--- config.mk ---
export PLATFORM = sky130hd
export DESIGN_NAME = frp_div
export DESIGN_NICKNAME = d
export VERILOG_FILES = /design/src/design/frp_pkg.sv /design/src/design/frp_div.sv
export VERILOG_INCLUDE_DIRS = /design/src /design/src/design
export SDC_FILE = /design/constraint.sdc
export NUM_CORES = 1
export LEC_CHECK = 0
export CAP_MARGIN = 25
export CORE_UTILIZATION = 60
export CTS_BUF_LIST = sky130_fd_sc_hd__clkbuf_8
export DETAILED_ROUTE_END_ITERATION = 12
export DONT_BUFFER_PORTS = 1
export PLACE_DENSITY = 0.87
export SYNTH_ARGS = -nofsm -noshare
export SYNTH_HDL_FRONTEND = slang
export SYNTH_SLANG_ARGS = --single-unit
--- constraint.sdc ---
create_clock -name i_clk -period 6.3 [get_ports i_clk]
set_input_delay 0.315 -clock i_clk [delete_from_list [all_inputs] [get_ports i_clk]]
set_output_delay 0.315 -clock i_clk [all_outputs]
set_load 0.02 [all_outputs]
--- src/design/flow_meter_pulse_rate_unit_macros.svh ---
// Assertion helpers shared by the flow meter RTL.
// Define ASSERT_OFF to compile every check away.
`ifndef FLOW_METER_PULSE_RATE_UNIT_MACROS_SVH
`define FLOW_METER_PULSE_RATE_UNIT_MACROS_SVH

`ifndef ASSERT_OFF

// ante true -> cons true in the same cycle
`define FMPR_ASSERT_IMPLY(lbl, clk, rst_n, ante, cons, msg) \
    lbl: assert property (@(posedge clk) disable iff (!rst_n) (ante) |-> (cons)) \
        else $error(msg);

// ante true -> cons true in the next cycle
`define FMPR_ASSERT_NEXT(lbl, clk, rst_n, ante, cons, msg) \
    lbl: assert property (@(posedge clk) disable iff (!rst_n) (ante) |=> (cons)) \
        else $error(msg);

// expr never true
`define FMPR_ASSERT_NEVER(lbl, clk, rst_n, expr, msg) \
    lbl: assert property (@(posedge clk) disable iff (!rst_n) !(expr)) \
        else $error(msg);

`else

`define FMPR_ASSERT_IMPLY(lbl, clk, rst_n, ante, cons, msg)
`define FMPR_ASSERT_NEXT(lbl, clk, rst_n, ante, cons, msg)
`define FMPR_ASSERT_NEVER(lbl, clk, rst_n, expr, msg)

`endif

`endif

--- src/design/frp_pkg.sv ---
`default_nettype none

package frp_pkg;

    // field widths
    localparam int unsigned CAP_W      = 10;
    localparam int unsigned K_W        = 16;
    localparam int unsigned M_W        = 16;
    localparam int unsigned DUR_W      = 32;
    localparam int unsigned VAL_W      = 32;
    localparam int unsigned DEC_W      = 4;
    localparam int unsigned SUM_W      = 48;
    localparam int unsigned SUMC_W     = 64;
    localparam int unsigned KIND_W     = 2;
    localparam int unsigned CFG_IDX_W  = 3;
    localparam int unsigned CFG_DATA_W = 64;
    localparam int unsigned MHIGH_W    = 32;

    // internal widths
    localparam int unsigned CK_W = CAP_W + K_W;     // capacity * k
    localparam int unsigned CD_W = K_W + DUR_W;     // correction * duration

    // shared divider
    localparam int unsigned DIV_NUM_W = 64;
    localparam int unsigned DIV_DEN_W = CK_W + 8;   // widest divisor: 256*capacity*k
    localparam int unsigned DIV_Q_W   = 32;
    localparam int unsigned DIV_CNT_W = 6;

    // quotient lengths per division
    localparam logic [DIV_CNT_W-1:0] STEPS_VAL  = DIV_CNT_W'(VAL_W);
    localparam logic [DIV_CNT_W-1:0] STEPS_CORR = DIV_CNT_W'(K_W);
    localparam logic [DIV_CNT_W-1:0] STEPS_DEC  = DIV_CNT_W'(DEC_W);

    localparam int unsigned PULSE_COUNT_WIDTH_DEF = 16;

    // arithmetic constants
    localparam logic [DIV_NUM_W-1:0] FREQ_SCALE   = 64'd65536000; // 1000 ms/s in Q16.16
    localparam logic [DIV_NUM_W-1:0] DECILE_SCALE = 64'd10;
    localparam logic [DIV_DEN_W-1:0] MS_PER_MIN   = 34'd60000;
    localparam logic [DEC_W-1:0]     DEC_MAX      = 4'd9;

    // register reset values
    localparam logic [CAP_W-1:0]      CAPACITY_RST = 10'd60;
    localparam logic [K_W-1:0]        K_FACTOR_RST = 16'd1280;
    localparam logic [CFG_DATA_W-1:0] M_LOW_RST    = 64'h4000_4000_4000_4000;
    localparam logic [CFG_DATA_W-1:0] M_MID_RST    = 64'h4000_4000_4000_4000;
    localparam logic [MHIGH_W-1:0]    M_HIGH_RST   = 32'h4000_4000;

    // register indexes
    localparam logic [CFG_IDX_W-1:0] CFG_CAPACITY = 3'd0;
    localparam logic [CFG_IDX_W-1:0] CFG_K_FACTOR = 3'd1;
    localparam logic [CFG_IDX_W-1:0] CFG_M_LOW    = 3'd2;
    localparam logic [CFG_IDX_W-1:0] CFG_M_MID    = 3'd3;
    localparam logic [CFG_IDX_W-1:0] CFG_M_HIGH   = 3'd4;

    // input word kinds
    localparam logic [KIND_W-1:0] KIND_PULSE = 2'd0;
    localparam logic [KIND_W-1:0] KIND_TICK  = 2'd1;
    localparam logic [KIND_W-1:0] KIND_CLEAR = 2'd2;

    typedef struct packed {
        logic                 go;
        logic [DIV_CNT_W-1:0] steps;
    } t_div_req;

    typedef struct packed {
        logic               done;
        logic [DIV_Q_W-1:0] quot;
    } t_div_stat;

endpackage

`default_nettype wire

--- src/design/frp_div.sv ---
`default_nettype none
`include "flow_meter_pulse_rate_unit_macros.svh"

// Restoring divider, one quotient bit per cycle, saturating.
// quot = min(num / den, 2^steps - 1); a zero divisor saturates.
module frp_div (
    input  wire logic                           i_clk,
    input  wire logic                           i_rst_n,
    input  wire frp_pkg::t_div_req              i_req,
    input  wire logic [frp_pkg::DIV_NUM_W-1:0]  i_num,
    input  wire logic [frp_pkg::DIV_DEN_W-1:0]  i_den,
    output frp_pkg::t_div_stat                  o_stat
);
    import frp_pkg::*;

    logic [DIV_NUM_W-1:0] num_hi;
    logic [DIV_Q_W-1:0]   num_lo;
    logic                 sat_now;
    logic [DIV_DEN_W:0]   trial;
    logic                 trial_ge;
    logic [DIV_DEN_W-1:0] rem_next;

    logic                 r_busy;
    logic                 r_done;
    logic [DIV_CNT_W-1:0] r_cnt;
    logic [DIV_DEN_W-1:0] r_rem;
    logic [DIV_Q_W-1:0]   r_lo;
    logic [DIV_DEN_W-1:0] r_den;
    logic                 r_sat;
    logic [DIV_CNT_W-1:0] r_steps;

    // upper part seeds the remainder, lower steps bits are shifted in
    assign num_hi  = i_num >> i_req.steps;
    assign num_lo  = DIV_Q_W'(i_num << (DIV_CNT_W'(DIV_Q_W) - i_req.steps));
    assign sat_now = num_hi >= DIV_NUM_W'(i_den);

    assign trial    = {r_rem, r_lo[DIV_Q_W-1]};
    assign trial_ge = trial >= {1'b0, r_den};
    assign rem_next = trial_ge ? DIV_DEN_W'(trial - {1'b0, r_den}) : trial[DIV_DEN_W-1:0];

    always_ff @(posedge i_clk) begin
        if (!i_rst_n) begin
            r_busy <= 1'b0;
            r_done <= 1'b0;
            r_cnt  <= '0;
        end else begin
            if (i_req.go) begin
                r_done <= sat_now;
                if (!sat_now) begin
                    r_busy <= 1'b1;
                    r_cnt  <= i_req.steps;
                end
            end else if (r_busy) begin
                r_cnt  <= r_cnt - 1'b1;
                r_done <= (r_cnt == DIV_CNT_W'(1));
                if (r_cnt == DIV_CNT_W'(1)) begin
                    r_busy <= 1'b0;
                end
            end else begin
                r_done <= 1'b0;
            end
        end
    end

    always_ff @(posedge i_clk) begin
        if (i_req.go) begin
            r_rem   <= num_hi[DIV_DEN_W-1:0];
            r_lo    <= num_lo;
            r_den   <= i_den;
            r_sat   <= sat_now;
            r_steps <= i_req.steps;
        end else if (r_busy) begin
            r_rem <= rem_next;
            r_lo  <= {r_lo[DIV_Q_W-2:0], trial_ge};
        end
    end

    always_comb begin
        o_stat.done = r_done;
        o_stat.quot = r_sat ? ~({DIV_Q_W{1'b1}} << r_steps) : r_lo;
    end

    `FMPR_ASSERT_NEVER(a_go_while_busy, i_clk, i_rst_n, i_req.go && r_busy, "divider restarted mid-run")
    `FMPR_ASSERT_IMPLY(a_cnt_live, i_clk, i_rst_n, r_busy, r_cnt != '0, "divider busy with no steps left")
    `FMPR_ASSERT_NEXT(a_done_pulse, i_clk, i_rst_n, r_done, !r_done, "divider done held two cycles")

endmodule

`default_nettype wire

# Word level (Yosys, flattened, before mapping)
# Index checks and enable logic that the tools add are counted.
dict set report op_classes {
  magnitude_cmp 2
  n_addsub 3
  reduce_logical 2
  n_eq_ne 2
  shift 3
  mux 15
  bitwise_logic 1
}
# op count
set ops {}
lappend ops {{34-bit two-way mux} 3}
lappend ops {{32-bit two-way mux} 3}
lappend ops {{64-bit by 34-bit greater-or-equal comparator with 1-bit output} 1}
lappend ops {{64-bit by 6-bit << shifter with 32-bit output} 1}
lappend ops {{64-bit by 6-bit >> shifter with 64-bit output} 1}
lappend ops {{35-bit by 34-bit greater-or-equal comparator with 1-bit output} 1}
lappend ops {{34-bit subtractor} 1}
lappend ops {{32-bit inverter} 1}
lappend ops {{32-bit by 6-bit << shifter with 32-bit output (first input constant)} 1}
lappend ops {{6-bit two-way mux} 3}
lappend ops {{6-bit by 1-bit == test with 1-bit output (second input constant)} 1}
lappend ops {{1-bit two-way mux} 6}
lappend ops {{6-bit by 1-bit subtractor with 6-bit output (second input constant)} 1}
lappend ops {{6-bit subtractor (first input constant)} 1}
lappend ops {{2-bit inequality test (second input constant)} 1}
lappend ops {{2-bit AND reduction} 1}
lappend ops {{2-bit nonzero test} 1}
dict set report totals {
  out_inout_bits 33
  regBits 115
}

# Logic depth before layout (Yosys ltp)
dict set report depth {
  ltp_word 4
  depth_mapped 25
  depth_no_buf 20
}

# Worst setup path before layout
# No wires, ideal clock.
dict set report synth_timing {
  kind {input -> register}
  from {in i_req[1] (netlist name)}
  to {reg r_cnt[5]}
  cell_stages 23
  setup_time_ns 0.119
  arrival_time_ns 4.684
  setup_slack_ns 1.498
  cell_sequence {buf_6 > buf_4 > buf_4 > buf_4 > buf_2 > mux2_2 > nand2_1 > o21ai_0 > mux2_2 > mux2i_1 > nor2_1 > nor2_1 > o22ai_1 > ha_1 > nand3_1 > or2_2 > or3_1 > or3_1 > o31ai_1 > nor4_4 > nor2_2 > nor2_1 > o221a_1}
}
dict set report synth_between {
  elab_chain_len 4
}
# item line
set synth_lines {}
lappend synth_lines {{from (decl)} frp_div.sv:9} ;# input wire frp_pkg::t_div_req i_req,
lappend synth_lines {{64-bit by 6-bit >> shifter with 64-bit output} frp_div.sv:33} ;# assign num_hi = i_num >> i_req.steps;
lappend synth_lines {{64-bit by 34-bit greater-or-equal comparator with 1-bit output} frp_div.sv:35} ;# assign sat_now = num_hi >= DIV_NUM_W'(i_den);
lappend synth_lines {{2-bit inequality test (no source line)} --}
lappend synth_lines {{2-bit AND reduction (no source line)} --}
lappend synth_lines {{to (signal assigned)} frp_div.sv:51} ;# r_cnt <= i_req.steps;
lappend synth_lines {{to (signal assigned)} frp_div.sv:54} ;# r_cnt <= r_cnt - 1'b1;
lappend synth_lines {{to (decl)} frp_div.sv:25} ;# logic [DIV_CNT_W-1:0] r_cnt;
# Every way passes these cells.
# A chain may end at the register's enable or synchronous reset.

# Worst setup path in the final report
dict set report layout_timing {
  from {in i_req[0] (netlist name)}
  to {reg r_cnt[1]}
}
# Same word-level chain as after synthesis.

==> flow_summary.toml <==
[synth]
synthArstFlopShare_pct = 0
syn_nets = 1842
yosys_warnings = 0
yosys-top-cells-area = "edfxtp_1 23%, mux2i_1 10%, mux4_2 9.3%"
synth_top_family_by_area = "multiplexers"
synth_compound_area_share_pct = 20.3
ys_ff_latch = 115
synth.area.mux_share_pct = 23.7
synthSimpleGateAreaFrac_pct = 17.0
yosysSeqAreaShare_pct = 24.1
syn_area_sq_um = 14000
synth_ff_type = "edfxtp_1"
synth_cell_types = 82
yosysTopAreaCellShare_pct = 22.9
synthXorXnorAreaFrac_pct = 1.63
synth_area_per_cell_sq_um = 8.43
synthAdderAreaFrac_pct = 6.48
synth_edf_count = 107
syn_inst = 1663
yosysTopAreaCell = "edfxtp_1"

[critical_path]
rr_endpoint = "r_rem[12]"
crit_path_start = "i_req[0]"
path_class = "in -> reg"
cp.arrival_ps = 5120
crit_fanout = 92
worst_setup_path_end_kind = "flip-flop"
startpoint_type = "input pin"
ff2ff_path_depth = 11
worstReg2RegStart = "r_rem[5]"
crit_path_end = "r_cnt[1]"
worstPathRequired_ps = 6630
reg2reg_slack_ps = 1820

[die]
start_util_pct = 61.5
die_area_sq_um = 24000
ios = 140
rows = 55
chipHeight_um = 155
coreArea_sq_um = 22800
die_w_um = 155

[clock_network]
htreeDepth = 4
insertion_delay_ps = 470
clock-sinks = 115
clk_path_buf_depth = 2
ctsResizeCount = 0
root_buffer = "clkbuf_8"
numCtsBuffers = 17
cts_tree = "done"
path_clk_slew_ps = 80

[detailed_routing]
detail-route-antenna-nets = 0
drt_iter0_drc = 2047
drc = 0
dr.pass1.iters = 8
wirelength_um = 44900
vias = 13600
viasPerCell = 6.99
wl_per_cell_um = 23.0

[power]
leakagePower_nw = 6.22
power.total_mw = 3.48
p_per_area_nw_per_um2 = 235
peakVddDrop_mv = 0.161

[sta]
whs_ps = 43.6
max_slew_margin_pct = 29.4
max_freq_mhz = 209
clock-skew-final_ps = 20.7
fin_tns_setup_ps = 0
tightest_slew_ps = 1060
setup_violations = 0
hold_viol = 0
finalCritPeriodShare_pct = 76.0
drv_slew = 0
layout_min_cycle_time_ps = 4790
grt_setup_unrepaired = "false"
layout_setup_ws_ps = 1510

[run]
cap_viol_max_count = 0

[place]
dp_cells = 1875
postPlaceCellArea_sq_um = 14000
preCtsSetupSlack_ps = 1330
hpwl_um = 32500
placement.io_buffers = 0
gp_congestion = 0.963

[global_routing]
met2_usage_pct = 57.1
grt_max_degree = 93
grt_util_met3_pct = 9.75
grt_pass1_wl_um = 69500
grt_use_total_pct = 37.2
antenna_found_initial = 0
grt_pass1_vias = 12600
grt_overflow = 0
use_met1_pct = 51.0
busiest_layer = "met2"

[outcome]
outcome = "finished, final reports clean"

[final_layout]
fin_area_sq_um = 14800
fill_cells = 1851
final_util_pct = 65.0
diodes = 0
drive_gt1_share_pct = 10.5
stdcell_count = 1949
nets = 1802
layout-area-overhead-vs-synth_pct = 5.72

[min_path]
holdCritPathClass = "in -> reg"
min_from = "i_req[6]"
[sequential cells by signal, indices dropped and copies added, names as in the netlist]
| register | count |
|---|---|
| r_den | 34 |
| r_busy | 1 |
| r_done | 1 |
| r_rem | 34 |
| r_sat | 1 |
| r_steps | 6 |
| r_cnt | 6 |
| r_lo | 32 |
[Yosys cell counts, types with 18 or more instances]
cell      count
xnor2_1      18
o21a_1       18
a31oi_1      28
mux2_2       45
nor2_1      166
buf_2        19
a21o_1       30
o21ai_0      87
inv_1       114
clkbuf_1     65
mux4_2       58
edfxtp_1    107
ha_1         71
o22ai_1      36
mux2i_1     140
nand2b_1     19
nand3_1      43
nand2_1     196
nor3_1       25
a21oi_1     104
[cell usage in the layout (no fill, tap or decap), types with 8 or more instances in the layout]
| master | count |
|---|---|
| a211oi_1 | 17 |
| a21o_1 | 30 |
| a21oi_1 | 104 |
| a31oi_1 | 28 |
| and2_1 | 10 |
| and3_1 | 15 |
| buf_4 | 13 |
| clkbuf_8 | 17 |
| dfxtp_1 | 8 |
| dlygate4sd3_1 | 41 |
| edfxtp_1 | 107 |
| ha_1 | 71 |
| inv_1 | 113 |
| mux2_1 | 8 |
| mux2_2 | 45 |
| mux2i_1 | 140 |
| mux4_2 | 58 |
| nand2_1 | 195 |
| nand2b_1 | 19 |
| nand3_1 | 43 |
| nand4_1 | 12 |
| nor2_1 | 166 |
| nor2b_1 | 10 |
| nor3_1 | 25 |
| o21a_1 | 18 |
| o21ai_0 | 87 |
| o221ai_1 | 9 |
| o22ai_1 | 36 |
| o2bb2ai_1 | 15 |
| o31a_1 | 9 |
| xnor2_1 | 17 |
[critical path, cell delays in order]
cell and delay [ps]:
inv_2 590, buf_4 460, mux2i_1 350, mux2i_1 150
nand2_1 80, o21ai_0 160, nor2_1 130, nor2_1 50
o22ai_1 340, ha_1 330, a21o_1 180, a21o_1 160
a21oi_1 210, o21ai_0 110, a221oi_1 350, o31ai_1 240
nor4_4 300, nor2_2 160, a211oi_1 290, a211oi_1 90
[worst min-delay path by stage]
stage,slack (ps),endpoint,cells past startpoint
after detailed placement,410,r_den[26],0
after global placement,410,r_den[25],0
after global routing,30,r_done,2
after floorplan,410,r_den[0],0
final,40,r_done,2
after CTS,10,r_done,2
[cell families (layout without fill, tap and decap cells)]
logic type / Yosys count / after routing
adder cells (fa/ha/maj): 72 / 72
AO/OA/AOI/OAI: 436 / 436
flip-flops: 115 / 115
multiplexers: 252 / 252
XOR/XNOR: 26 / 26
buffers and inverters: 231 / 204
AND/OR/NAND/NOR: 531 / 531
[layer usage]
| layer | vias to the layer above | routed length, um | part of all wire, % |
|---|---|---|---|
| met5 | - | 0 | 0 |
| met4 | 0 | 1440 | 3.2 |
| met3 | 136 | 6070 | 14 |
| met2 | 1060 | 19800 | 44 |
| met1 | 6326 | 17600 | 39 |
| li1 | 6095 | - | - |
[what timing repair did]
action | CTS | global route
endpoints found under the hold margin | 84 | 0
hold buffers | 42 | 0
setup endpoints to repair | 0 | 0
setup buffers | 0 | 0
[report_power, final]
group | internal [mW] | switching, mW | total [mW]
Combinational | 0.725 | 1.03 | 1.75
Clock | 0.312 | 0.357 | 0.669
Sequential | 0.981 | 0.0763 | 1.06
[cell type report]
class | count | area (sq um) | share of cell area, %
clock inverter | 15 | 136 | 0.921
multi-input combinational | 1317 | 9700 | 65.5
timing repair buffer | 55 | 536 | 3.62
clock buffer | 17 | 234 | 1.58
sequential | 115 | 3370 | 22.8
tap | 313 | 392 | 2.64
inverter | 117 | 439 | 2.96
(Power assumes the default switching activity.)
